### src/rtl/i2cm_pkg.sv
package i2cm_pkg;

   localparam int UNIT_W      = 16;
   localparam int ADDR_W      = 7;
   localparam int POLL_W      = 8;
   localparam int BYTE_W      = 8;
   localparam int SEG_IDX_W   = 4;
   localparam int BIT_CNT_W   = 4;
   localparam int QUEUE_AW    = 2;
   localparam int QUEUE_DEPTH = 1 << QUEUE_AW;
   localparam int REQ_DATA_W  = 24;
   localparam int REQ_USER_W  = 2;
   localparam int RSP_DATA_W  = 16;
   localparam int CSR_ADDR_W  = 4;
   localparam int CSR_DATA_W  = 32;

   typedef enum logic [1:0] {
      CSR_DEVICE_ADDRESS = 2'd0,
      CSR_UNIT_TICKS     = 2'd1,
      CSR_ACK_POLL_LIMIT = 2'd2
   } csr_idx_type;

   typedef struct packed {
      logic [ADDR_W-1:0] device_address;
      logic [UNIT_W-1:0] unit_ticks;
      logic [POLL_W-1:0] ack_poll_limit;
   } cfg_type;

   // One tick as it travels from the front part to the engine.
   typedef struct packed {
      logic [BYTE_W-1:0] wr_data;
      logic [BYTE_W-1:0] reg_addr;
      logic              func;
      logic              cmd_valid;
      logic              sda_in;
   } item_type;

   typedef enum logic [3:0] {
      SG_END    = 4'd0,
      SG_START  = 4'd1,
      SG_TXAW   = 4'd2,
      SG_TXREG  = 4'd3,
      SG_TXDATA = 4'd4,
      SG_TXAR   = 4'd5,
      SG_ACK    = 4'd6,
      SG_RX     = 4'd7,
      SG_NACK   = 4'd8,
      SG_STOP   = 4'd9
   } seg_type;

   typedef enum logic [22:0] {
      PH_IDLE = 23'h000001,
      PH_ST1  = 23'h000002,
      PH_ST2  = 23'h000004,
      PH_ST3  = 23'h000008,
      PH_TX0  = 23'h000010,
      PH_TXB  = 23'h000020,
      PH_TXH  = 23'h000040,
      PH_TXE  = 23'h000080,
      PH_AK0  = 23'h000100,
      PH_AK1  = 23'h000200,
      PH_AK2  = 23'h000400,
      PH_AKP  = 23'h000800,
      PH_AK3  = 23'h001000,
      PH_RX0  = 23'h002000,
      PH_RX1  = 23'h004000,
      PH_RXL  = 23'h008000,
      PH_RXH  = 23'h010000,
      PH_RXE  = 23'h020000,
      PH_NK1  = 23'h040000,
      PH_NK2  = 23'h080000,
      PH_SP0  = 23'h100000,
      PH_SP1  = 23'h200000,
      PH_SP2  = 23'h400000
   } phase_type;

   // Sequence of bus segments for each transaction kind.
   function automatic seg_type plan_seg(input logic is_read,
                                        input logic [SEG_IDX_W-1:0] idx);
      seg_type s;
      s = SG_END;
      if (is_read) begin
         unique case (idx)
            4'd0: s = SG_START;
            4'd1: s = SG_TXAW;
            4'd2: s = SG_ACK;
            4'd3: s = SG_TXREG;
            4'd4: s = SG_ACK;
            4'd5: s = SG_START;
            4'd6: s = SG_TXAR;
            4'd7: s = SG_ACK;
            4'd8: s = SG_RX;
            4'd9: s = SG_NACK;
            4'd10: s = SG_STOP;
            default: s = SG_END;
         endcase
      end else begin
         unique case (idx)
            4'd0: s = SG_START;
            4'd1: s = SG_TXAW;
            4'd2: s = SG_ACK;
            4'd3: s = SG_TXREG;
            4'd4: s = SG_ACK;
            4'd5: s = SG_TXDATA;
            4'd6: s = SG_ACK;
            4'd7: s = SG_STOP;
            default: s = SG_END;
         endcase
      end
      return s;
   endfunction

endpackage

### src/rtl/i2cm_front.sv
module i2cm_front (
   input  logic                              clock,
   input  logic                              reset,
   input  logic                              req_tvalid,
   output logic                              req_tready,
   // sda_in [0], reg_addr [8:1], wr_data [16:9], zero above
   input  logic [i2cm_pkg::REQ_DATA_W-1:0]   req_tdata,
   // cmd_valid [0], func [1]
   input  logic [i2cm_pkg::REQ_USER_W-1:0]   req_tuser,
   output logic                              push_valid,
   input  logic                              push_ready,
   output i2cm_pkg::item_type                push_item
);

   logic               hold_valid_ff, hold_valid_in;
   i2cm_pkg::item_type hold_item_ff;
   i2cm_pkg::item_type dec_item;
   logic               take;
   logic               push;

   always_comb begin
      dec_item.sda_in    = req_tdata[0];
      dec_item.reg_addr  = req_tdata[8:1];
      dec_item.wr_data   = req_tdata[16:9];
      dec_item.cmd_valid = req_tuser[0];
      // The function code only matters when a command is present.
      dec_item.func      = req_tuser[1] & req_tuser[0];
   end

   assign push       = hold_valid_ff & push_ready;
   assign req_tready = ~hold_valid_ff | push_ready;
   assign take       = req_tvalid & req_tready;

   always_comb begin
      hold_valid_in = hold_valid_ff;
      if (take) begin
         hold_valid_in = 1'b1;
      end else if (push) begin
         hold_valid_in = 1'b0;
      end
   end

   always_ff @(posedge clock) begin
      if (reset) begin
         hold_valid_ff <= 1'b0;
      end else begin
         hold_valid_ff <= hold_valid_in;
      end
   end

   always_ff @(posedge clock) begin
      if (take) begin
         hold_item_ff <= dec_item;
      end
   end

   assign push_valid = hold_valid_ff;
   assign push_item  = hold_item_ff;

endmodule

### src/rtl/i2cm_queue.sv
module i2cm_queue (
   input  logic               clock,
   input  logic               reset,
   input  logic               push_valid,
   output logic               push_ready,
   input  i2cm_pkg::item_type push_item,
   output logic               pop_valid,
   input  logic               pop_en,
   output i2cm_pkg::item_type pop_item
);

   i2cm_pkg::item_type                  mem_ff [i2cm_pkg::QUEUE_DEPTH];
   logic [i2cm_pkg::QUEUE_AW-1:0]       wr_ptr_ff, wr_ptr_in;
   logic [i2cm_pkg::QUEUE_AW-1:0]       rd_ptr_ff, rd_ptr_in;
   logic [i2cm_pkg::QUEUE_AW:0]         count_ff, count_in;
   logic                                push;
   logic                                pop;

   assign push_ready = count_ff != (i2cm_pkg::QUEUE_AW + 1)'(i2cm_pkg::QUEUE_DEPTH);
   assign pop_valid  = count_ff != '0;
   assign push       = push_valid & push_ready;
   assign pop        = pop_en & pop_valid;
   assign pop_item   = mem_ff[rd_ptr_ff];

   always_comb begin
      wr_ptr_in = push ? wr_ptr_ff + 1'b1 : wr_ptr_ff;
      rd_ptr_in = pop ? rd_ptr_ff + 1'b1 : rd_ptr_ff;
      count_in  = count_ff;
      if (push & ~pop) begin
         count_in = count_ff + 1'b1;
      end else if (pop & ~push) begin
         count_in = count_ff - 1'b1;
      end
   end

   always_ff @(posedge clock) begin
      if (reset) begin
         wr_ptr_ff <= '0;
         rd_ptr_ff <= '0;
         count_ff  <= '0;
      end else begin
         wr_ptr_ff <= wr_ptr_in;
         rd_ptr_ff <= rd_ptr_in;
         count_ff  <= count_in;
      end
   end

   always_ff @(posedge clock) begin
      if (push) begin
         mem_ff[wr_ptr_ff] <= push_item;
      end
   end

endmodule

### src/rtl/i2cm_back.sv
module i2cm_back (
   input  logic                              clock,
   input  logic                              reset,
   input  i2cm_pkg::cfg_type                 cfg,
   input  logic                              item_valid,
   input  i2cm_pkg::item_type                item,
   output logic                              item_pop,
   output logic                              rsp_tvalid,
   input  logic                              rsp_tready,
   // scl_out [0], sda_out [1], busy_res [2], done_res [3], rd_data [11:4],
   // nack [12], zero above
   output logic [i2cm_pkg::RSP_DATA_W-1:0]   rsp_tdata
);

   i2cm_pkg::phase_type                  phase_ff, phase_in;
   logic [i2cm_pkg::BIT_CNT_W-1:0]       bit_count_ff, bit_count_in;
   logic [i2cm_pkg::BYTE_W-1:0]          shift_ff, shift_in;
   logic [i2cm_pkg::UNIT_W-1:0]          delay_ff, delay_in;
   logic [i2cm_pkg::POLL_W-1:0]          poll_ff, poll_in;
   logic                                 op_read_ff, op_read_in;
   logic [i2cm_pkg::BYTE_W-1:0]          held_reg_ff, held_reg_in;
   logic [i2cm_pkg::BYTE_W-1:0]          held_data_ff, held_data_in;
   logic [i2cm_pkg::BYTE_W-1:0]          read_byte_ff, read_byte_in;
   logic                                 ack_ff, ack_in;
   logic [i2cm_pkg::SEG_IDX_W-1:0]       seg_ff, seg_in;
   logic                                 units_ff, units_in;
   logic                                 scl_q_ff, scl_q_in;
   logic                                 sda_q_ff, sda_q_in;
   logic                                 out_valid_ff, out_valid_in;
   logic [i2cm_pkg::RSP_DATA_W-1:0]      out_data_ff;

   logic                                 ent;
   logic                                 ent_two;
   i2cm_pkg::phase_type                  ent_ph;
   logic                                 start_seg;
   logic                                 done;
   logic [i2cm_pkg::UNIT_W-1:0]          reload;
   logic [i2cm_pkg::BIT_CNT_W-1:0]       bc_inc;
   logic [i2cm_pkg::RSP_DATA_W-1:0]      result;

   assign item_pop = item_valid & (~out_valid_ff | rsp_tready);

   always_comb begin
      reload = ((cfg.unit_ticks == '0) ? i2cm_pkg::UNIT_W'(1) : cfg.unit_ticks)
               - i2cm_pkg::UNIT_W'(1);
      bc_inc       = bit_count_ff + 1'b1;
      phase_in     = phase_ff;
      bit_count_in = bit_count_ff;
      shift_in     = shift_ff;
      delay_in     = delay_ff;
      poll_in      = poll_ff;
      op_read_in   = op_read_ff;
      held_reg_in  = held_reg_ff;
      held_data_in = held_data_ff;
      read_byte_in = read_byte_ff;
      ack_in       = ack_ff;
      seg_in       = seg_ff;
      units_in     = units_ff;
      scl_q_in     = scl_q_ff;
      sda_q_in     = sda_q_ff;
      ent          = 1'b0;
      ent_two      = 1'b0;
      ent_ph       = i2cm_pkg::PH_IDLE;
      start_seg    = 1'b0;
      done         = 1'b0;

      // Idle command capture, tick counting and step completion.
      if (phase_ff == i2cm_pkg::PH_IDLE) begin
         if (item.cmd_valid) begin
            op_read_in   = item.func;
            held_reg_in  = item.reg_addr;
            held_data_in = item.wr_data;
            ack_in       = 1'b0;
            seg_in       = '0;
            start_seg    = 1'b1;
         end
      end else if (delay_ff != '0) begin
         delay_in = delay_ff - 1'b1;
      end else if (units_ff) begin
         units_in = 1'b0;
         delay_in = reload;
      end else begin
         unique case (phase_ff)
            i2cm_pkg::PH_ST1: begin ent = 1'b1; ent_ph = i2cm_pkg::PH_ST2; end
            i2cm_pkg::PH_ST2: begin ent = 1'b1; ent_ph = i2cm_pkg::PH_ST3; end
            i2cm_pkg::PH_TX0: begin
               ent = 1'b1; ent_ph = i2cm_pkg::PH_TXB; ent_two = 1'b1;
            end
            i2cm_pkg::PH_TXB: begin
               ent = 1'b1; ent_ph = i2cm_pkg::PH_TXH; ent_two = 1'b1;
            end
            i2cm_pkg::PH_TXH: begin
               shift_in     = {shift_ff[i2cm_pkg::BYTE_W-2:0], 1'b0};
               bit_count_in = bc_inc;
               ent          = 1'b1;
               if (bc_inc >= i2cm_pkg::BIT_CNT_W'(i2cm_pkg::BYTE_W)) begin
                  ent_ph = i2cm_pkg::PH_TXE;
               end else begin
                  ent_ph  = i2cm_pkg::PH_TXB;
                  ent_two = 1'b1;
               end
            end
            i2cm_pkg::PH_AK0: begin ent = 1'b1; ent_ph = i2cm_pkg::PH_AK1; end
            i2cm_pkg::PH_AK1: begin ent = 1'b1; ent_ph = i2cm_pkg::PH_AK2; end
            i2cm_pkg::PH_AK2, i2cm_pkg::PH_AKP: begin
               ent = 1'b1;
               if (item.sda_in && (poll_ff < cfg.ack_poll_limit)) begin
                  poll_in = poll_ff + 1'b1;
                  ent_ph  = i2cm_pkg::PH_AKP;
                  ent_two = 1'b1;
               end else begin
                  ack_in = item.sda_in;
                  ent_ph = i2cm_pkg::PH_AK3;
               end
            end
            i2cm_pkg::PH_RX0: begin ent = 1'b1; ent_ph = i2cm_pkg::PH_RX1; end
            i2cm_pkg::PH_RX1: begin
               ent = 1'b1; ent_ph = i2cm_pkg::PH_RXL; ent_two = 1'b1;
            end
            i2cm_pkg::PH_RXL: begin
               ent = 1'b1; ent_ph = i2cm_pkg::PH_RXH; ent_two = 1'b1;
            end
            i2cm_pkg::PH_RXH: begin
               shift_in     = {shift_ff[i2cm_pkg::BYTE_W-2:0], item.sda_in};
               bit_count_in = bc_inc;
               ent          = 1'b1;
               if (bc_inc >= i2cm_pkg::BIT_CNT_W'(i2cm_pkg::BYTE_W)) begin
                  read_byte_in = shift_in;
                  ent_ph       = i2cm_pkg::PH_RXE;
               end else begin
                  ent_ph  = i2cm_pkg::PH_RXL;
                  ent_two = 1'b1;
               end
            end
            i2cm_pkg::PH_NK1: begin ent = 1'b1; ent_ph = i2cm_pkg::PH_NK2; end
            i2cm_pkg::PH_SP0: begin ent = 1'b1; ent_ph = i2cm_pkg::PH_SP1; end
            i2cm_pkg::PH_SP1: begin ent = 1'b1; ent_ph = i2cm_pkg::PH_SP2; end
            // The last step of every segment moves on to the next segment.
            default: begin
               seg_in    = seg_ff + 1'b1;
               start_seg = 1'b1;
            end
         endcase
      end

      // Segment entry: load the byte to send and pick the first step.
      if (start_seg) begin
         bit_count_in = '0;
         poll_in      = '0;
         unique case (i2cm_pkg::plan_seg(op_read_in, seg_in))
            i2cm_pkg::SG_START: begin ent = 1'b1; ent_ph = i2cm_pkg::PH_ST1; end
            i2cm_pkg::SG_TXAW: begin
               shift_in = {cfg.device_address, 1'b0};
               ent      = 1'b1;
               ent_ph   = i2cm_pkg::PH_TX0;
            end
            i2cm_pkg::SG_TXAR: begin
               shift_in = {cfg.device_address, 1'b1};
               ent      = 1'b1;
               ent_ph   = i2cm_pkg::PH_TX0;
            end
            i2cm_pkg::SG_TXREG: begin
               shift_in = held_reg_in;
               ent      = 1'b1;
               ent_ph   = i2cm_pkg::PH_TX0;
            end
            i2cm_pkg::SG_TXDATA: begin
               shift_in = held_data_in;
               ent      = 1'b1;
               ent_ph   = i2cm_pkg::PH_TX0;
            end
            i2cm_pkg::SG_ACK: begin ent = 1'b1; ent_ph = i2cm_pkg::PH_AK0; end
            i2cm_pkg::SG_RX: begin
               shift_in = '0;
               ent      = 1'b1;
               ent_ph   = i2cm_pkg::PH_RX0;
            end
            i2cm_pkg::SG_NACK: begin ent = 1'b1; ent_ph = i2cm_pkg::PH_NK1; end
            i2cm_pkg::SG_STOP: begin ent = 1'b1; ent_ph = i2cm_pkg::PH_SP0; end
            default: begin
               phase_in = i2cm_pkg::PH_IDLE;
               scl_q_in = 1'b1;
               sda_q_in = 1'b1;
               delay_in = '0;
               units_in = 1'b0;
               done     = 1'b1;
            end
         endcase
      end

      // Step entry: restart the delay and set the line levels of the step.
      if (ent) begin
         phase_in = ent_ph;
         delay_in = reload;
         units_in = ent_two;
         unique case (ent_ph)
            i2cm_pkg::PH_ST1: scl_q_in = 1'b1;
            i2cm_pkg::PH_ST2: sda_q_in = 1'b1;
            i2cm_pkg::PH_ST3: sda_q_in = 1'b0;
            i2cm_pkg::PH_TXB: begin
               scl_q_in = 1'b0;
               sda_q_in = shift_in[i2cm_pkg::BYTE_W-1];
            end
            i2cm_pkg::PH_TXH, i2cm_pkg::PH_AK2, i2cm_pkg::PH_RXH,
            i2cm_pkg::PH_SP1: scl_q_in = 1'b1;
            i2cm_pkg::PH_AK1, i2cm_pkg::PH_RX1, i2cm_pkg::PH_SP2: sda_q_in = 1'b1;
            i2cm_pkg::PH_NK1: begin
               scl_q_in = 1'b1;
               sda_q_in = 1'b1;
            end
            i2cm_pkg::PH_SP0: sda_q_in = 1'b0;
            i2cm_pkg::PH_AKP: scl_q_in = scl_q_ff;
            default: scl_q_in = 1'b0;
         endcase
      end

      result = {3'b000, ack_in, read_byte_in, done,
                phase_in != i2cm_pkg::PH_IDLE, sda_q_in, scl_q_in};
   end

   always_comb begin
      out_valid_in = out_valid_ff;
      if (item_pop) begin
         out_valid_in = 1'b1;
      end else if (rsp_tready) begin
         out_valid_in = 1'b0;
      end
   end

   always_ff @(posedge clock) begin
      if (reset) begin
         phase_ff     <= i2cm_pkg::PH_IDLE;
         bit_count_ff <= '0;
         shift_ff     <= '0;
         delay_ff     <= '0;
         poll_ff      <= '0;
         op_read_ff   <= 1'b0;
         held_reg_ff  <= '0;
         held_data_ff <= '0;
         read_byte_ff <= '0;
         ack_ff       <= 1'b0;
         seg_ff       <= '0;
         units_ff     <= 1'b0;
         scl_q_ff     <= 1'b1;
         sda_q_ff     <= 1'b1;
         out_valid_ff <= 1'b0;
      end else begin
         out_valid_ff <= out_valid_in;
         if (item_pop) begin
            phase_ff     <= phase_in;
            bit_count_ff <= bit_count_in;
            shift_ff     <= shift_in;
            delay_ff     <= delay_in;
            poll_ff      <= poll_in;
            op_read_ff   <= op_read_in;
            held_reg_ff  <= held_reg_in;
            held_data_ff <= held_data_in;
            read_byte_ff <= read_byte_in;
            ack_ff       <= ack_in;
            seg_ff       <= seg_in;
            units_ff     <= units_in;
            scl_q_ff     <= scl_q_in;
            sda_q_ff     <= sda_q_in;
         end
      end
   end

   always_ff @(posedge clock) begin
      if (item_pop) begin
         out_data_ff <= result;
      end
   end

   assign rsp_tvalid = out_valid_ff;
   assign rsp_tdata  = out_data_ff;

endmodule

### src/rtl/i2c_register_access_master.sv
// Throughput: one tick transfer accepted and one result returned per clock cycle
// while the result side does not stall. A tick passes the input register, the
// four-entry queue and the step engine, whose output register holds its result.
// Reset (synchronous, active high): queue empty, engine idle with both lines released,
// registers back to device_address 81, unit_ticks 50, ack_poll_limit 100.
module i2c_register_access_master (
   input  logic                              clock,
   input  logic                              reset,
   input  logic                              req_tvalid,
   output logic                              req_tready,
   // sda_in [0], reg_addr [8:1], wr_data [16:9], zero above
   input  logic [i2cm_pkg::REQ_DATA_W-1:0]   req_tdata,
   // cmd_valid [0], func [1]
   input  logic [i2cm_pkg::REQ_USER_W-1:0]   req_tuser,
   output logic                              rsp_tvalid,
   input  logic                              rsp_tready,
   // scl_out [0], sda_out [1], busy_res [2], done_res [3], rd_data [11:4],
   // nack [12], zero above
   output logic [i2cm_pkg::RSP_DATA_W-1:0]   rsp_tdata,
   input  logic                              csr_psel,
   input  logic                              csr_penable,
   input  logic                              csr_pwrite,
   input  logic [i2cm_pkg::CSR_ADDR_W-1:0]   csr_paddr,
   input  logic [i2cm_pkg::CSR_DATA_W-1:0]   csr_pwdata,
   output logic [i2cm_pkg::CSR_DATA_W-1:0]   csr_prdata,
   output logic                              csr_pready
);

   i2cm_pkg::cfg_type  cfg_ff, cfg_in;
   logic               csr_wr;
   logic               push_valid;
   logic               push_ready;
   i2cm_pkg::item_type push_item;
   logic               pop_valid;
   logic               pop_en;
   i2cm_pkg::item_type pop_item;

   assign csr_pready = 1'b1;
   assign csr_wr     = csr_psel & csr_penable & csr_pwrite & csr_pready;

   always_comb begin
      cfg_in = cfg_ff;
      if (csr_wr) begin
         unique case (csr_paddr[3:2])
            i2cm_pkg::CSR_DEVICE_ADDRESS:
               cfg_in.device_address = csr_pwdata[i2cm_pkg::ADDR_W-1:0];
            i2cm_pkg::CSR_UNIT_TICKS:
               cfg_in.unit_ticks = csr_pwdata[i2cm_pkg::UNIT_W-1:0];
            i2cm_pkg::CSR_ACK_POLL_LIMIT:
               cfg_in.ack_poll_limit = csr_pwdata[i2cm_pkg::POLL_W-1:0];
            default: cfg_in = cfg_ff;
         endcase
      end
   end

   always_comb begin
      unique case (csr_paddr[3:2])
         i2cm_pkg::CSR_DEVICE_ADDRESS:
            csr_prdata = i2cm_pkg::CSR_DATA_W'(cfg_ff.device_address);
         i2cm_pkg::CSR_UNIT_TICKS:
            csr_prdata = i2cm_pkg::CSR_DATA_W'(cfg_ff.unit_ticks);
         i2cm_pkg::CSR_ACK_POLL_LIMIT:
            csr_prdata = i2cm_pkg::CSR_DATA_W'(cfg_ff.ack_poll_limit);
         default: csr_prdata = '0;
      endcase
   end

   always_ff @(posedge clock) begin
      if (reset) begin
         cfg_ff.device_address <= i2cm_pkg::ADDR_W'(81);
         cfg_ff.unit_ticks     <= i2cm_pkg::UNIT_W'(50);
         cfg_ff.ack_poll_limit <= i2cm_pkg::POLL_W'(100);
      end else begin
         cfg_ff <= cfg_in;
      end
   end

   i2cm_front u_front (
      .clock      (clock),
      .reset      (reset),
      .req_tvalid (req_tvalid),
      .req_tready (req_tready),
      .req_tdata  (req_tdata),
      .req_tuser  (req_tuser),
      .push_valid (push_valid),
      .push_ready (push_ready),
      .push_item  (push_item)
   );

   i2cm_queue u_queue (
      .clock      (clock),
      .reset      (reset),
      .push_valid (push_valid),
      .push_ready (push_ready),
      .push_item  (push_item),
      .pop_valid  (pop_valid),
      .pop_en     (pop_en),
      .pop_item   (pop_item)
   );

   i2cm_back u_back (
      .clock      (clock),
      .reset      (reset),
      .cfg        (cfg_ff),
      .item_valid (pop_valid),
      .item       (pop_item),
      .item_pop   (pop_en),
      .rsp_tvalid (rsp_tvalid),
      .rsp_tready (rsp_tready),
      .rsp_tdata  (rsp_tdata)
   );

endmodule

### config.mk
export PLATFORM = sky130hd
export DESIGN_NAME = i2c_register_access_master
export DESIGN_NICKNAME = d
export VERILOG_FILES = /design/src/rtl/i2cm_pkg.sv /design/src/rtl/i2cm_front.sv /design/src/rtl/i2cm_queue.sv /design/src/rtl/i2cm_back.sv /design/src/rtl/i2c_register_access_master.sv
export SDC_FILE = /design/constraint.sdc
export NUM_CORES = 1
export LEC_CHECK = 0
export BUFFER_PORTS_ARGS = -buffer_cell sky130_fd_sc_hd__clkbuf_2
export CAP_MARGIN = 20
export CORE_MARGIN = 8
export CORE_UTILIZATION = 30
export DETAILED_ROUTE_END_ITERATION = 8
export PLACE_DENSITY_LB_ADDON = 0.1
export SYNTH_ARGS = -nofsm -noshare
export SYNTH_HDL_FRONTEND = slang
export SYNTH_SLANG_ARGS = --single-unit
### constraint.sdc
create_clock -name clock -period 6.25 [get_ports clock]
set_input_delay 0.625 -clock clock [delete_from_list [all_inputs] [get_ports clock]]
set_output_delay 0.625 -clock clock [all_outputs]
set_load 0.02 [all_outputs]
* Word-level counts from Yosys, hierarchy flattened
Memories as Yosys holds them, arrays and structs flattened. A register that Yosys moved wholly into a read port is not among the register bits.
Cells that the tools add are included.
** Storage, ports and cells
- Register bits :: 164
- Memories kept :: 3
- Memory bits (read-only) :: 96
- RAM bits :: 76
- Bits in latches :: 0
- Output and inout port bits :: 51
- Logic and storage cells :: 234
** Cells by class
- Add/sub/neg operators :: 9
- Bitwise operators :: 15
- Multipliers :: 0
- Magnitude comparators :: 2
- Shift operators :: 0
- Eq/ne operators :: 47
- Divide/modulo/power cells :: 0
- Multiplexer cells :: 103
- Reduce and logical (&&, ||, !) cells :: 26
** Memories
- u_queue.mem_ff :: depth 4, bits a word 19, rd ports 1, clocked after Yosys merged registers in 1, wr ports 1, line i2cm_queue.sv:12 : i2cm_pkg::item_type mem_ff [i2cm_pkg::QUEUE_DEPTH];
- (name not given) :: depth 16, bits a word 4, rd ports 1, clocked after Yosys merged registers in 0, wr ports 0, line i2cm_pkg.sv:83 : unique case (idx)
- (name not given) :: depth 8, bits a word 4, rd ports 1, clocked after Yosys merged registers in 0, wr ports 0, line i2cm_pkg.sv:98 : unique case (idx)
** Operator list (number)
- one-hot mux 23 bit (15 select lines) :: 1
- 2-to-1 mux 23 bit :: 7
- 2-to-1 mux 8 bit :: 20
- one-hot mux 23 bit (6 select lines) :: 1
- 2-to-1 mux 16 bit :: 7
- 2-to-1 mux 4 bit :: 13
- one-hot mux 16 bit (3 select lines) :: 1
- equality test 23 x 10 -> 1 bit, second input constant :: 2
- equality test 23 x 11 -> 1 bit, second input constant :: 2
- equality test 23 x 12 -> 1 bit, second input constant :: 2
- equality test 23 x 15 -> 1 bit, second input constant :: 2
- equality test 23 x 17 -> 1 bit, second input constant :: 2
- equality test 23 x 19 -> 1 bit, second input constant :: 2
- equality test 23 x 2 -> 1 bit, second input constant :: 2
- equality test 23 x 21 -> 1 bit, second input constant :: 2
- equality test 23 x 22 -> 1 bit, second input constant :: 2
- equality test 23 x 3 -> 1 bit, second input constant :: 2
- equality test 23 x 6 -> 1 bit, second input constant :: 2
- equality test 23 x 7 -> 1 bit, second input constant :: 2
- 2-to-1 mux 1 bit :: 42
- one-hot mux 8 bit (5 select lines) :: 1
- subtractor 16 x 1 -> 16 bit, second input constant :: 2
- equality test 23 x 1 -> 1 bit, second input constant :: 1
- equality test 23 x 14 -> 1 bit, second input constant :: 1
- other kinds (46) :: 81

* Logic depth before layout (Yosys ltp)
Gate-level depths: netlist of run 1.
An unclocked memory read counts as a cell.
- Word-level depth :: 18
- Mapped depth :: 22
- Gate-level depth less buffers :: 20

* By module
A second synthesis of run 1 with hierarchy kept.
** Unflattened totals
- Cell total of the unflattened synthesis :: 1410
- Area, all modules :: 13230.2 um2
** Modules (own cells, without submodules)
- i2cm_back :: times used 1, cells an instance 1054, seq. area each 2252.2 um2, area an instance 7669.9 um2
- i2cm_queue :: times used 1, cells an instance 147, seq. area each 2462.4 um2, area an instance 3250.6 um2
- i2c_register_access_master :: times used 1, cells an instance 184, seq. area each 620.6 um2, area an instance 1677.9 um2
- i2cm_front :: times used 1, cells an instance 25, seq. area each 590.6 um2, area an instance 631.9 um2

* Worst setup path after synthesis of run 1
Ideal clock, no wire load.
- Kind :: flip-flop to flip-flop
- Start :: register u_back.phase_ff[13]
- End :: register u_back.out_data_ff (netlist bit u_back.rsp_tdata[0]) (data pin)
- Arrival :: 4538 ps
- Stages on the path, launching flop included :: 20
- Slack :: 1453 ps
- Setup time :: 260 ps
- Clock period less this slack :: 4797 ps
- Cells stage by stage :: dfxtp_1 > buf_6 > or4_1 > buf_2 > nor4_1 > nor4_1 > nand4_2 > mux2_2 > ha_1 > o31a_1 > mux2_4 > nand3_1 > nand3_2 > a21oi_4 > buf_6 > nor3_2 > a211o_1 > a211o_1 > o21ai_1 > nand2_1
** On the way
- Longest elaborated chain between the ends :: 18
- Elaborated cells on any way between the ends :: 75
- Classes of those cells :: eq/ne: 39; mux: 28; reduce/logical: 6; memory: 2
** Ends and longest elaborated chain
- start, declared :: line i2cm_back.sv:15 : i2cm_pkg::phase_type phase_ff, phase_in;
- start signal, assigned :: line i2cm_back.sv:232 : phase_ff <= i2cm_pkg::PH_IDLE;
- start signal, assigned :: line i2cm_back.sv:250 : phase_ff <= phase_in;
- equality test 23 x 2 -> 1 bit (tied with other cells) :: line i2cm_back.sv:83 : unique case (phase_ff)
- OR reduction 16 bit (no source line)
- 2-to-1 mux 4 bit :: line i2cm_back.sv:83
- 2-to-1 mux 4 bit :: line i2cm_back.sv:79 : end else if (units_ff) begin
- 2-to-1 mux 4 bit :: line i2cm_back.sv:77 : end else if (delay_ff != '0) begin
- 2-to-1 mux 4 bit :: line i2cm_back.sv:68 : if (phase_ff == i2cm_pkg::PH_IDLE) begin
- memory read (8 x 4 bit)
- 2-to-1 mux 4 bit :: line i2cm_pkg.sv:98
- [3 not listed]
- OR reduction 4 bit (no source line)
- one-hot mux 23 bit (6 select lines) :: line i2cm_back.sv:150 : unique case (i2cm_pkg::plan_seg(op_read_in, seg_in))
- 2-to-1 mux 23 bit :: line i2cm_back.sv:147 : if (start_seg) begin
- equality test 23 x 3 -> 1 bit (tied with other cells) :: line i2cm_back.sv:196 : unique case (ent_ph)
- OR reduction 6 bit (no source line)
- one-hot mux 1 bit (3 select lines) :: line i2cm_back.sv:196
- 2-to-1 mux 1 bit (*) :: line i2cm_back.sv:192 : if (ent) begin
- net u_back.result (one bit) :: line i2cm_back.sv:39 : logic [i2cm_pkg::RSP_DATA_W-1:0] result;
- end signal, assigned :: line i2cm_back.sv:270 : out_data_ff <= result;
- end, declared :: line i2cm_back.sv:30 : logic [i2cm_pkg::RSP_DATA_W-1:0] out_data_ff;
The timed path passes the listed nets; every way through them passes the cells marked *. The select of a mux whose other input is x is not followed.
A chain may end at the register's enable or synchronous reset.

* Worst setup path after layout of run 1
- Start :: register u_back.phase_ff[16]
- End :: register u_back.shift_ff[7] (netlist bit)
** On the way
- Longest elaborated chain between the ends :: 13
- Elaborated cells on any way between the ends :: 45
- Classes of those cells :: eq/ne: 22; mux: 20; reduce/logical: 1; memory: 2
** Ends and longest elaborated chain
- equality test 23 x 2 -> 1 bit (tied with other cells) :: line i2cm_back.sv:83
- OR reduction 16 bit (no source line)
- 2-to-1 mux 4 bit :: line i2cm_back.sv:83
- 2-to-1 mux 4 bit :: line i2cm_back.sv:79
- 2-to-1 mux 4 bit :: line i2cm_back.sv:77
- 2-to-1 mux 4 bit :: line i2cm_back.sv:68
- memory read (8 x 4 bit)
- 2-to-1 mux 4 bit :: line i2cm_pkg.sv:98
- 2-to-1 mux 4 bit :: line i2cm_pkg.sv:82 : if (is_read) begin
- 2-to-1 mux 4 bit :: line i2cm_back.sv:147
- equality test 4 x 3 -> 1 bit / equality test 4 x 2 -> 1 bit (equally long branches) :: line i2cm_back.sv:150
- one-hot mux 8 bit (5 select lines) :: line i2cm_back.sv:150
- 2-to-1 mux 8 bit (*) :: line i2cm_back.sv:147
- end signal, assigned :: line i2cm_back.sv:252 : shift_ff <= shift_in;
- end, declared :: line i2cm_back.sv:17 : logic [i2cm_pkg::BYTE_W-1:0] shift_ff, shift_in;
Every way passes the cells marked *; elsewhere a longest branch is shown, timed or not. The select of a mux whose other input is x is not followed.

==> results of run 1 <==
## flip-flops by register name, indices dropped and copies added, names as in the netlist, 2 cells and up, named ones only
| register | count |
|---|---|
| cfg_ff | 31 |
| u_back.bit_count_ff | 4 |
| u_back.delay_ff | 16 |
| u_back.held_data_ff | 8 |
| u_back.held_reg_ff | 8 |
| u_back.phase_ff | 23 |
| u_back.poll_ff | 8 |
| u_back.read_byte_ff | 8 |
| u_back.rsp_tdata | 13 |
| u_back.seg_ff | 4 |
| u_back.shift_ff | 8 |
| u_front.push_item | 19 |
| u_queue.count_ff | 3 |
| u_queue.mem_ff | 76 |
| u_queue.rd_ptr_ff | 2 |
| u_queue.wr_ptr_ff | 2 |
## area by class of cell
cell class / instances / area share
repair buffers: 100 / 0.0392
clock buffers: 44 / 0.0574
multi-input cells: 990 / 0.432
well taps: 539 / 0.0466
inverters: 37 / 0.00959
clock inverters: 9 / 0.00622
flip-flops and latches: 242 / 0.409
## per-layer routing
metal / vias up / wire length (um) / global-route usage
met1: 4783 / 17100 / 0.192
met5: - / 0 / 0
met3: 44 / 1250 / 0.0193
met4: 0 / 701 / 0.0308
li1: 4982 / - / -
met2: 174 / 17400 / 0.245
## logic make-up after synthesis
family | Yosys count
AO/OA/AOI/OAI | 279
XOR/XNOR | 27
adder cells (fa/ha/maj) | 23
buffers and inverters | 119
flip-flops | 242
multiplexers | 73
other | 2
AND/OR/NAND/NOR | 568
## through the flow
step           setup slack, ns  power [mW]  area, um2   util
2_1_floorplan             1.45        4.14      12700      -
5_1_grt                  0.143        7.00      14500  0.347
3_5_place_dp             0.644        4.96      13600  0.325
3_3_place_gp             0.614        4.97      13600  0.325
6_report                 0.559        6.56      14500  0.347
4_1_cts                  0.616        6.65      14500  0.347
## worst max path at each step
stage / start / to / slack [ns] / cells after the start
floorplan: u_back.phase_ff[13]$_SDFFE_PP0P_ / u_back.rsp_tdata[0]$_DFFE_PP_ / 1.45 / 19
global placement: u_back.phase_ff[16]$_SDFFE_PP0P_ / u_back.rsp_tdata[0]$_DFFE_PP_ / 0.61 / 19
detailed placement: u_back.phase_ff[16]$_SDFFE_PP0P_ / u_back.rsp_tdata[0]$_DFFE_PP_ / 0.64 / 19
CTS: u_back.phase_ff[16]$_SDFFE_PP0P_ / u_back.shift_ff[7]$_SDFFE_PP0P_ / 0.62 / 18
global route: u_back.phase_ff[16]$_SDFFE_PP0P_ / u_back.shift_ff[7]$_SDFFE_PP0P_ / 0.14 / 18
finish: u_back.phase_ff[16]$_SDFFE_PP0P_ / u_back.shift_ff[7]$_SDFFE_PP0P_ / 0.56 / 17
## layout by cell type (no fill, tap or decap), types with 12 or more instances in the layout
master	n
sky130_fd_sc_hd__nor2_1	127
sky130_fd_sc_hd__clkbuf_2	73
sky130_fd_sc_hd__nand4_1	17
sky130_fd_sc_hd__nor4_1	23
sky130_fd_sc_hd__inv_1	36
sky130_fd_sc_hd__mux2i_1	39
sky130_fd_sc_hd__dfxtp_1	134
sky130_fd_sc_hd__mux4_2	19
sky130_fd_sc_hd__edfxtp_1	108
sky130_fd_sc_hd__or3_1	17
sky130_fd_sc_hd__o22ai_1	12
sky130_fd_sc_hd__nand3_1	30
sky130_fd_sc_hd__clkbuf_16	29
sky130_fd_sc_hd__and2_1	21
sky130_fd_sc_hd__buf_4	27
sky130_fd_sc_hd__o21ai_0	48
sky130_fd_sc_hd__nor2b_1	12
sky130_fd_sc_hd__nand2_1	203
sky130_fd_sc_hd__ha_1	22
sky130_fd_sc_hd__a21oi_1	104
sky130_fd_sc_hd__conb_1	20
sky130_fd_sc_hd__a211oi_1	30
sky130_fd_sc_hd__xor2_1	18
sky130_fd_sc_hd__nor3_1	47
## power by group through the flow
stage / sequential (mW) / clock [mW] / combinational [mW]
6_report: 2.05 / 1.65 / 2.86
5_1_grt: 2.08 / 1.76 / 3.15
4_1_cts: 2.05 / 1.71 / 2.89
3_5_place_dp: 2.09 / 0 / 2.88
3_3_place_gp: 2.08 / 0 / 2.88
2_1_floorplan: 2.07 / 0 / 2.07
==> impl_metrics.env, run 1 <==
export IMPL_synth_largest_area_cell="sky130_fd_sc_hd__edfxtp_1"
export IMPL_chipHeight_um=221
export IMPL_post_synth_inst_count=1333
export IMPL_worst_path_buf_inv=0
export IMPL_io_pins=120
export IMPL_synth_edf_count=108
export IMPL_synth_top_cells_by_area="sky130_fd_sc_hd__edfxtp_1 (26%), sky130_fd_sc_hd__dfxtp_1 (21%), sky130_fd_sc_hd__nand2_1 (6.0%)"
export IMPL_path_cells="nor4_2, nand3_1, or4_1, o311a_1, nand4_2, mux2_2, ha_1, o31a_1, mux2_4, nand3_1, nand3_2, a21oi_4, o2111ai_1, o22ai_1, nor4bb_1, a2bb2oi_1, nor2_1"
export IMPL_antennaDiodeCount=0
export IMPL_residual_drc=0
export IMPL_layout_cells_sized_above_1=0.150
export IMPL_fillCellCount=4263
export IMPL_grt_overflow_total=0
export IMPL_yosysWarnings=0
export IMPL_tightestPinTransition_ns=1.06
export IMPL_cts_tree="yes"
export IMPL_synthSimpleGateAreaFrac=0.222
export IMPL_power_share_clock=0.251
export IMPL_synthMuxAreaShare=0.0795
export IMPL_power_switching_mw=2.73
export IMPL_sink_count_of_the_clock_tree=242
export IMPL_final_hold_viol_count=0
export IMPL_timing_reg2reg_worst_path_depth=17
export IMPL_detail_route_first_pass_iterations=5
export IMPL_dieWidth_um=221
export IMPL_yosys_cell_types_count=96
export IMPL_post_cts_resized_instances=0
export IMPL_place_port_buffers=74
export IMPL_synth_top_cells_by_count="sky130_fd_sc_hd__nand2_1 (203), sky130_fd_sc_hd__dfxtp_1 (134), sky130_fd_sc_hd__nor2_1 (127), sky130_fd_sc_hd__edfxtp_1 (108), sky130_fd_sc_hd__a21oi_1 (104)"
export IMPL_min_period_ns=5.69
export IMPL_grt_total_usage=0.144
export IMPL_maxSlewViolCount=0
export IMPL_yosys_area_share_adder=0.0233
export IMPL_timing_clock_skew_ns=0.0162
export IMPL_report_final_setup_viol=0
export IMPL_clkTransAtPathRegs_ns=0.06
export IMPL_holdCritStartpoint="req_tdata[1]"
export IMPL_synth_top_flop_cell="sky130_fd_sc_hd__dfxtp_1"
export IMPL_crit_fanout=12
export IMPL_combinationalPowerShare=0.436
export IMPL_power_switching_share=0.416
export IMPL_drt_initial_drc_count=733
export IMPL_critical_path_top_delay_family="simple AND/OR/NAND/NOR gates"
export IMPL_rows=75
export IMPL_synthesis_area_per_instance_um2=9.49
export IMPL_p_seq_frac=0.313
export IMPL_final_period_utilization=0.911
export IMPL_cts_max_level=1
export IMPL_holdPathEnd="u_front.push_item[3]$_DFFE_PP_"
export IMPL_core_um2=41800
export IMPL_synth_seq_area_share=0.468
export IMPL_dpl_hpwl_um=25800
export IMPL_routed_via_density=5.09
export IMPL_power_internal_mw=3.83
export IMPL_vias=9983
export IMPL_static_leakage_power_nw=5.32
export IMPL_root_buffer="sky130_fd_sc_hd__clkbuf_16"
export IMPL_max_cap_violations=0
export IMPL_stdcell_count=1961
export IMPL_setup_repair_after_global_routing_missed_its_margin="no"
export IMPL_relSlewSlack=0.288
export IMPL_synth_most_common_cell="sky130_fd_sc_hd__nand2_1"
export IMPL_critical_path_slowest_cell="sky130_fd_sc_hd__or4_1"
export IMPL_holdWs_ns=0.233
export IMPL_post_synth_xor_area_fraction=0.0187
export IMPL_routed_wl_um=36500
export IMPL_die_area_um2=49000
export IMPL_crit_reg2reg_launch="u_back.phase_ff[16]$_SDFFE_PP0P_"
export IMPL_setup_total_negative_slack_ns=0
export IMPL_grt_first_pass_wirelength_um=57400
export IMPL_worst_r2r_endpoint="u_back.shift_ff[7]$_SDFFE_PP0P_"
export IMPL_count_of_state_elements_after_synthesis=242
export IMPL_fmaxAchievable_ghz=0.176
export IMPL_deepest_clock_path_buffer_count=3
export IMPL_cp_arrival_ns=6.19
export IMPL_grt_max_degree=69
export IMPL_worst_hold_path_num_cells=1
export IMPL_synth_compound_area_share=0.143
export IMPL_first_global_vias=9790
export IMPL_ctsHoldBuffers=0
export IMPL_layout_area_seq_um2=5930
export IMPL_finalNetCount=1492
export IMPL_multi_input_area_um2=6250
export IMPL_synth_top_area_frac=0.256
export IMPL_antenna_violations_before_repair=0
export IMPL_drt_antenna_violating_nets=0
export IMPL_synth_async_sr_flop_share=0
export IMPL_number_of_cells_in_the_design_after_placement=1908
export IMPL_largest_family_of_logic_cells_by_synthesized_area="simple AND/OR/NAND/NOR gates"
export IMPL_min_delay_path_class="in2reg"
export IMPL_cts_repair_timing_setup_buffer_count=0
export IMPL_syn_cell_area_um2=12600
export IMPL_powerDensity_nw_per_um2=453
export IMPL_numCtsBuffers=29
export IMPL_max_vdd_ir_drop_v=0.000236
export IMPL_routability_driven_placement_congestion_ratio=0.848
export IMPL_critical_path_required_ns=6.74
export IMPL_rrSetupSlack_ns=0.56
export IMPL_clk_insertion_delay_late_ns=0.57
export IMPL_wire_per_inst_um=18.6
export IMPL_setup_crit_start_kind="flop"
export IMPL_timing_worst_setup_path_type="reg2reg"
export IMPL_worstSetupEndpointType="flop"
export IMPL_floorplan_initialDensity=0.303
export IMPL_timing_critical_path_mode_cell="sky130_fd_sc_hd__nand3_1"
export IMPL_area_growth_synth_to_final_pct=14.5
export IMPL_run_status="complete, no violations"
export IMPL_max_incr_delay_on_cp_ns=0.72
Note: power is estimated with default switching activity, not from simulation.
==> run 2, diff against run 1 <==
BUFFER_PORTS_ARGS = -buffer_cell sky130_fd_sc_hd__buf_2   (was -buffer_cell sky130_fd_sc_hd__clkbuf_2)
==> impl_metrics.env, run 2 (synthesis gave the netlist of run 1 again) <==
export IMPL_dpl_hpwl_um=25800
export IMPL_rrSetupSlack_ns=0.62
export IMPL_sink_count_of_the_clock_tree=242
export IMPL_core_um2=41800
export IMPL_largest_register_ffs=76
export IMPL_numCtsBuffers=28
export IMPL_wire_per_inst_um=18.7
export IMPL_antennaDiodeCount=0
export IMPL_static_leakage_power_nw=5.36
export IMPL_chipHeight_um=221
export IMPL_drt_initial_drc_count=654
export IMPL_drt_antenna_violating_nets=0
export IMPL_die_area_um2=49000
export IMPL_routed_wl_um=36700
export IMPL_power_switching_share=0.412
export IMPL_final_hold_viol_count=0
export IMPL_detail_route_first_pass_iterations=5
export IMPL_critical_path_required_ns=6.56
export IMPL_combinationalPowerShare=0.428
export IMPL_timing_reg2reg_worst_path_depth=18
export IMPL_fmaxAchievable_ghz=0.178
export IMPL_timing_worst_setup_path_type="reg2reg"
export IMPL_grt_overflow_total=0
export IMPL_largest_register="u_queue.mem_ff"
export IMPL_vias=10074
export IMPL_power_share_clock=0.266
export IMPL_worstSetupEndpointType="flop"
export IMPL_timing_clock_skew_ns=0.0207
export IMPL_powerDensity_nw_per_um2=459
export IMPL_relSlewSlack=0.294
export IMPL_setup_crit_start_kind="flop"
export IMPL_tightestPinTransition_ns=1.06
export IMPL_clkTransAtPathRegs_ns=0.06
export IMPL_antenna_violations_before_repair=0
export IMPL_final_period_utilization=0.901
export IMPL_finalNetCount=1492
export IMPL_setup_repair_after_global_routing_missed_its_margin="no"
export IMPL_residual_drc=0
export IMPL_deepest_clock_path_buffer_count=3
export IMPL_cp_arrival_ns=5.94
export IMPL_grt_max_degree=97
export IMPL_cts_repair_timing_setup_buffer_count=0
export IMPL_maxSlewViolCount=0
export IMPL_dieWidth_um=221
export IMPL_min_period_ns=5.63
export IMPL_reg_top3="u_queue.mem_ff (76), cfg_ff (31), u_back.phase_ff (23)"
export IMPL_floorplan_initialDensity=0.303
export IMPL_ctsHoldBuffers=0
export IMPL_holdCritStartpoint="req_tdata[16]"
export IMPL_power_switching_mw=2.77
export IMPL_first_global_vias=9723
export IMPL_cts_tree="yes"
export IMPL_post_placement_cell_area_um2=13600
export IMPL_root_buffer="sky130_fd_sc_hd__clkbuf_16"
export IMPL_worst_r2r_endpoint="u_back.rsp_tdata[0]$_DFFE_PP_"
export IMPL_run_status="complete, no violations"
export IMPL_setup_total_negative_slack_ns=0
export IMPL_crit_reg2reg_launch="u_back.phase_ff[16]$_SDFFE_PP0P_"
export IMPL_max_cap_violations=0
export IMPL_layout_cells_most_common="sky130_fd_sc_hd__nand2_1"
export IMPL_io_pins=120
export IMPL_grt_first_pass_wirelength_um=57200
export IMPL_place_port_buffers=74
export IMPL_crit_fanout=12
export IMPL_p_seq_frac=0.306
export IMPL_design_power_total_mw=6.71
export IMPL_routability_driven_placement_congestion_ratio=0.848
export IMPL_report_final_setup_viol=0
export IMPL_clk_insertion_delay_late_ns=0.58
export IMPL_cts_max_level=1
export IMPL_area_growth_synth_to_final_pct=15.5
export IMPL_layout_cells_sized_above_1=0.152
export IMPL_layout_cells_most_common_list="sky130_fd_sc_hd__nand2_1 (203), sky130_fd_sc_hd__dfxtp_1 (134), sky130_fd_sc_hd__nor2_1 (127)"
export IMPL_post_cts_resized_instances=0
export IMPL_rows=75
export IMPL_grt_total_usage=0.144
export IMPL_postLayoutCellArea_um2=14600
export IMPL_max_vdd_ir_drop_v=0.000224
export IMPL_power_internal_mw=3.94
export IMPL_holdPathEnd="u_front.push_item[18]$_DFFE_PP_"
export IMPL_worst_hold_path_num_cells=1
export IMPL_min_delay_path_class="in2reg"
export IMPL_routed_via_density=5.14
run 2: power by group through the flow:
stage | Combinational (mW) | Clock [mW] | Sequential, mW
after floorplan | 2.07 | 0 | 2.07
after global placement | 2.87 | 0 | 2.08
after detailed placement | 2.87 | 0 | 2.09
after CTS | 2.88 | 1.84 | 2.05
after global routing | 3.16 | 1.90 | 2.08
final | 2.87 | 1.78 | 2.05
run 2: cell type report:
| cell class | instances | area, um2 |
|---|---|---|
| inverter | 37 | 139 |
| clock inverter | 22 | 288 |
| fill | 4246 | 27200 |
| multi-input combinational | 990 | 6250 |
| tap | 539 | 674 |
| clock buffer | 30 | 708 |
| sequential | 242 | 5930 |
| timing repair buffer | 101 | 616 |
run 2: routing by layer:
layer	wire, um	vias to the layer above	share of wire	track usage
met3	1340	49	0.037	0.0216
met4	953	0	0.026	0.0415
met2	17000	226	0.46	0.233
met1	17400	4837	0.47	0.197
met5	0	-	0	0
li1	-	4962	-	-
run 2: how the worst max path moves through the flow:
stage / start / endpoint / slack [ns] / cells after the start
final: u_back.phase_ff[16]$_SDFFE_PP0P_ / u_back.rsp_tdata[0]$_DFFE_PP_ / 0.62 / 18
after global routing: u_back.phase_ff[18]$_SDFFE_PP0P_ / u_back.delay_ff[8]$_SDFFE_PP0P_ / 0.22 / 18
after CTS: u_back.phase_ff[16]$_SDFFE_PP0P_ / u_back.rsp_tdata[0]$_DFFE_PP_ / 0.63 / 19
after detailed placement: u_back.phase_ff[18]$_SDFFE_PP0P_ / u_back.rsp_tdata[0]$_DFFE_PP_ / 0.65 / 19
after global placement: u_back.phase_ff[18]$_SDFFE_PP0P_ / u_back.rsp_tdata[0]$_DFFE_PP_ / 0.62 / 19
after floorplan: u_back.phase_ff[13]$_SDFFE_PP0P_ / u_back.rsp_tdata[0]$_DFFE_PP_ / 1.45 / 19
run 2: metrics by stage:
| stage | hold slack [ns] | util | std cells | worst slack (ns) |
|---|---|---|---|---|
| final | 0.229 | 0.350 | 1961 | 0.619 |
| after global routing | 0.196 | 0.350 | 1961 | 0.215 |
| after CTS | 0.193 | 0.348 | 1959 | 0.633 |
| after detailed placement | 0.443 | 0.325 | 1907 | 0.652 |
| after global placement | 0.437 | 0.324 | 1906 | 0.620 |
| after floorplan | 0.431 | - | 1351 | 1.45 |
run 2: worst max-delay path, cell delays in order (launching register included):
cell and delay [ns]:
sky130_fd_sc_hd__dfxtp_1 0.35, sky130_fd_sc_hd__nor4_2 0.63, sky130_fd_sc_hd__nand3_1 0.41, sky130_fd_sc_hd__or4_1 0.71
sky130_fd_sc_hd__o311a_1 0.21, sky130_fd_sc_hd__nand4_2 0.17, sky130_fd_sc_hd__mux2_2 0.41, sky130_fd_sc_hd__ha_1 0.39
sky130_fd_sc_hd__o31a_1 0.30, sky130_fd_sc_hd__mux2_4 0.26, sky130_fd_sc_hd__nand3_1 0.10, sky130_fd_sc_hd__nand3_2 0.11
sky130_fd_sc_hd__a21oi_4 0.35, sky130_fd_sc_hd__buf_4 0.21, sky130_fd_sc_hd__nor3_2 0.04, sky130_fd_sc_hd__a211o_1 0.31
sky130_fd_sc_hd__a211o_1 0.27, sky130_fd_sc_hd__o21ai_1 0.08, sky130_fd_sc_hd__nand2_1 0.06
==> run 3, diff against run 2 <==
BUFFER_PORTS_ARGS = -buffer_cell sky130_fd_sc_hd__buf_4   (was -buffer_cell sky130_fd_sc_hd__buf_2)
clock period = 7 ns   (was 6.25 ns; I/O delays follow)
==> impl_metrics.env, run 3 (synthesis gave the netlist of run 1 again) <==
export IMPL_antenna_violations_before_repair=0
export IMPL_detail_route_first_pass_iterations=4
export IMPL_post_cts_resized_instances=0
export IMPL_routed_via_density=5.11
export IMPL_first_global_vias=9758
export IMPL_root_buffer="sky130_fd_sc_hd__clkbuf_16"
export IMPL_routability_driven_placement_congestion_ratio=0.882
export IMPL_worst_path_buf_inv=1
export IMPL_drt_antenna_violating_nets=0
export IMPL_largest_register_ffs=76
export IMPL_grt_overflow_total=0
export IMPL_run_status="complete, no violations"
export IMPL_residual_drc=0
export IMPL_antennaDiodeCount=0
export IMPL_numCtsBuffers=30
export IMPL_static_leakage_power_nw=5.36
export IMPL_tightestPinTransition_ns=1.07
export IMPL_max_incr_delay_on_cp_ns=0.74
export IMPL_routed_wl_um=36500
export IMPL_io_pins=120
export IMPL_layout_cells_most_common_list="sky130_fd_sc_hd__nand2_1 (203), sky130_fd_sc_hd__dfxtp_1 (134), sky130_fd_sc_hd__nor2_1 (127)"
export IMPL_grt_total_usage=0.144
export IMPL_maxSlewViolCount=0
export IMPL_timing_worst_setup_path_type="reg2reg"
export IMPL_relSlewSlack=0.284
export IMPL_clkTransAtPathRegs_ns=0.06
export IMPL_min_period_ns=5.97
export IMPL_grt_first_pass_wirelength_um=57900
export IMPL_rows=75
export IMPL_layout_cells_sized_above_1=0.149
export IMPL_powerDensity_nw_per_um2=400
export IMPL_cts_repair_timing_setup_buffer_count=0
export IMPL_final_hold_viol_count=0
export IMPL_core_um2=41800
export IMPL_grt_max_degree=68
export IMPL_critical_path_slowest_cell="sky130_fd_sc_hd__or4_1"
export IMPL_setup_crit_start_kind="flop"
export IMPL_cp_arrival_ns=6.38
export IMPL_report_final_setup_viol=0
export IMPL_area_growth_synth_to_final_pct=16.1
export IMPL_final_period_utilization=0.853
export IMPL_critical_path_required_ns=7.41
export IMPL_design_power_total_mw=5.87
export IMPL_die_area_um2=49000
export IMPL_chipHeight_um=221
export IMPL_critical_path_top_delay_family="simple AND/OR/NAND/NOR gates"
export IMPL_max_vdd_ir_drop_v=0.000203
export IMPL_cts_max_level=1
export IMPL_place_port_buffers=74
export IMPL_dieWidth_um=221
export IMPL_reg_top3="u_queue.mem_ff (76), cfg_ff (31), u_back.phase_ff (23)"
export IMPL_dpl_hpwl_um=25600
export IMPL_vias=10008
export IMPL_sink_count_of_the_clock_tree=242
export IMPL_largest_register="u_queue.mem_ff"
export IMPL_layout_cells_most_common="sky130_fd_sc_hd__nand2_1"
export IMPL_cts_tree="yes"
export IMPL_ctsHoldBuffers=0
export IMPL_setup_total_negative_slack_ns=0
export IMPL_max_cap_violations=0
export IMPL_setup_repair_after_global_routing_missed_its_margin="no"
export IMPL_deepest_clock_path_buffer_count=3
export IMPL_wire_per_inst_um=18.7
export IMPL_min_delay_path_class="in2reg"
export IMPL_fmaxAchievable_ghz=0.167
export IMPL_crit_fanout=15
export IMPL_worstSetupEndpointType="flop"
export IMPL_path_cells="nor4_2, nand3_1, or4_1, o311a_1, nand4_2, nor2_1, nor2_1, inv_1, ha_1, o31a_1, mux2_4, nand3_1, nand3_2, a21oi_4, nand4_1, nand2_1, o21ai_4, a211oi_1, a211oi_1"
export IMPL_drt_initial_drc_count=691
export IMPL_floorplan_initialDensity=0.303
export IMPL_clk_insertion_delay_late_ns=0.59
export IMPL_finalNetCount=1488
export IMPL_timing_clock_skew_ns=0.0411
## run 3: cell count changes in the layout (fill, tap and decap cells not counted), sizes merged
cell      delta
clkinvlp     -1
inv          +3
bufinv       -6
clkbuf      +14
buf          -6
clkinv       -7
## run 3: layout make-up
| class | instances | area, um2 |
|---|---|---|
| clock inverter | 11 | 91.3 |
| tap | 539 | 674 |
| fill | 4255 | 27100 |
| sequential | 242 | 5930 |
| clock buffer | 44 | 863 |
| inverter | 37 | 139 |
| multi-input combinational | 990 | 6250 |
| timing repair buffer | 95 | 733 |
## run 3: worst register-to-register path, delay by kind of cell, from the launching register on
family | cells | cell delay, ns
AND/OR/NAND/NOR | 10 | 3.21
AO/OA/AOI/OAI | 6 | 1.47
flip-flops | 1 | 0.38
adder cells (fa/ha/maj) | 1 | 0.37
multiplexers | 1 | 0.26
buffers and inverters | 1 | 0.11
## run 3: worst paths after layout
check | endpoint | startpoint | slack, ns | depth (start not counted)
min reg2reg | u_back.held_reg_ff[2]$_SDFFE_PP0P_ | u_back.held_reg_ff[2]$_SDFFE_PP0P_ | 0.45 | 2
max | u_back.delay_ff[8]$_SDFFE_PP0P_ | u_back.phase_ff[18]$_SDFFE_PP0P_ | 1.03 | 19
max reg2reg | u_back.delay_ff[8]$_SDFFE_PP0P_ | u_back.phase_ff[18]$_SDFFE_PP0P_ | 1.03 | 19
min | u_front.push_item[16]$_DFFE_PP_ | req_tdata[14] | 0.29 | 1
## run 3: report_power, final
part           internal, mW  switching [mW]  total [mW]  leakage, nW
sequential             1.68           0.149        1.83         2.09
clock                 0.859           0.638        1.50        0.471
combinational         0.879            1.66        2.54         2.80
## run 3: metrics by stage
stage / instance area, um2 / cells / hold WS (ns) / util / setup slack [ns]
finish: 14700 / 1958 / 0.285 / 0.352 / 1.03
global route: 14700 / 1958 / 0.251 / 0.352 / 0.536
CTS: 14600 / 1956 / 0.242 / 0.351 / 1.08
detailed placement: 13700 / 1901 / 0.444 / 0.328 / 1.11
global placement: 13700 / 1901 / 0.437 / 0.328 / 1.03
floorplan: 12700 / 1351 / 0.431 / - / 2.20
## run 3: layer usage
metal / routed length [um] / global-route usage / vias up / part of all wire
met5: 0 / 0 / - / 0
met4: 668 / 0.0312 / 0 / 0.018
met3: 1240 / 0.0208 / 50 / 0.034
met2: 17200 / 0.242 / 171 / 0.47
met1: 17400 / 0.195 / 4822 / 0.48
li1: - / - / 4965 / -
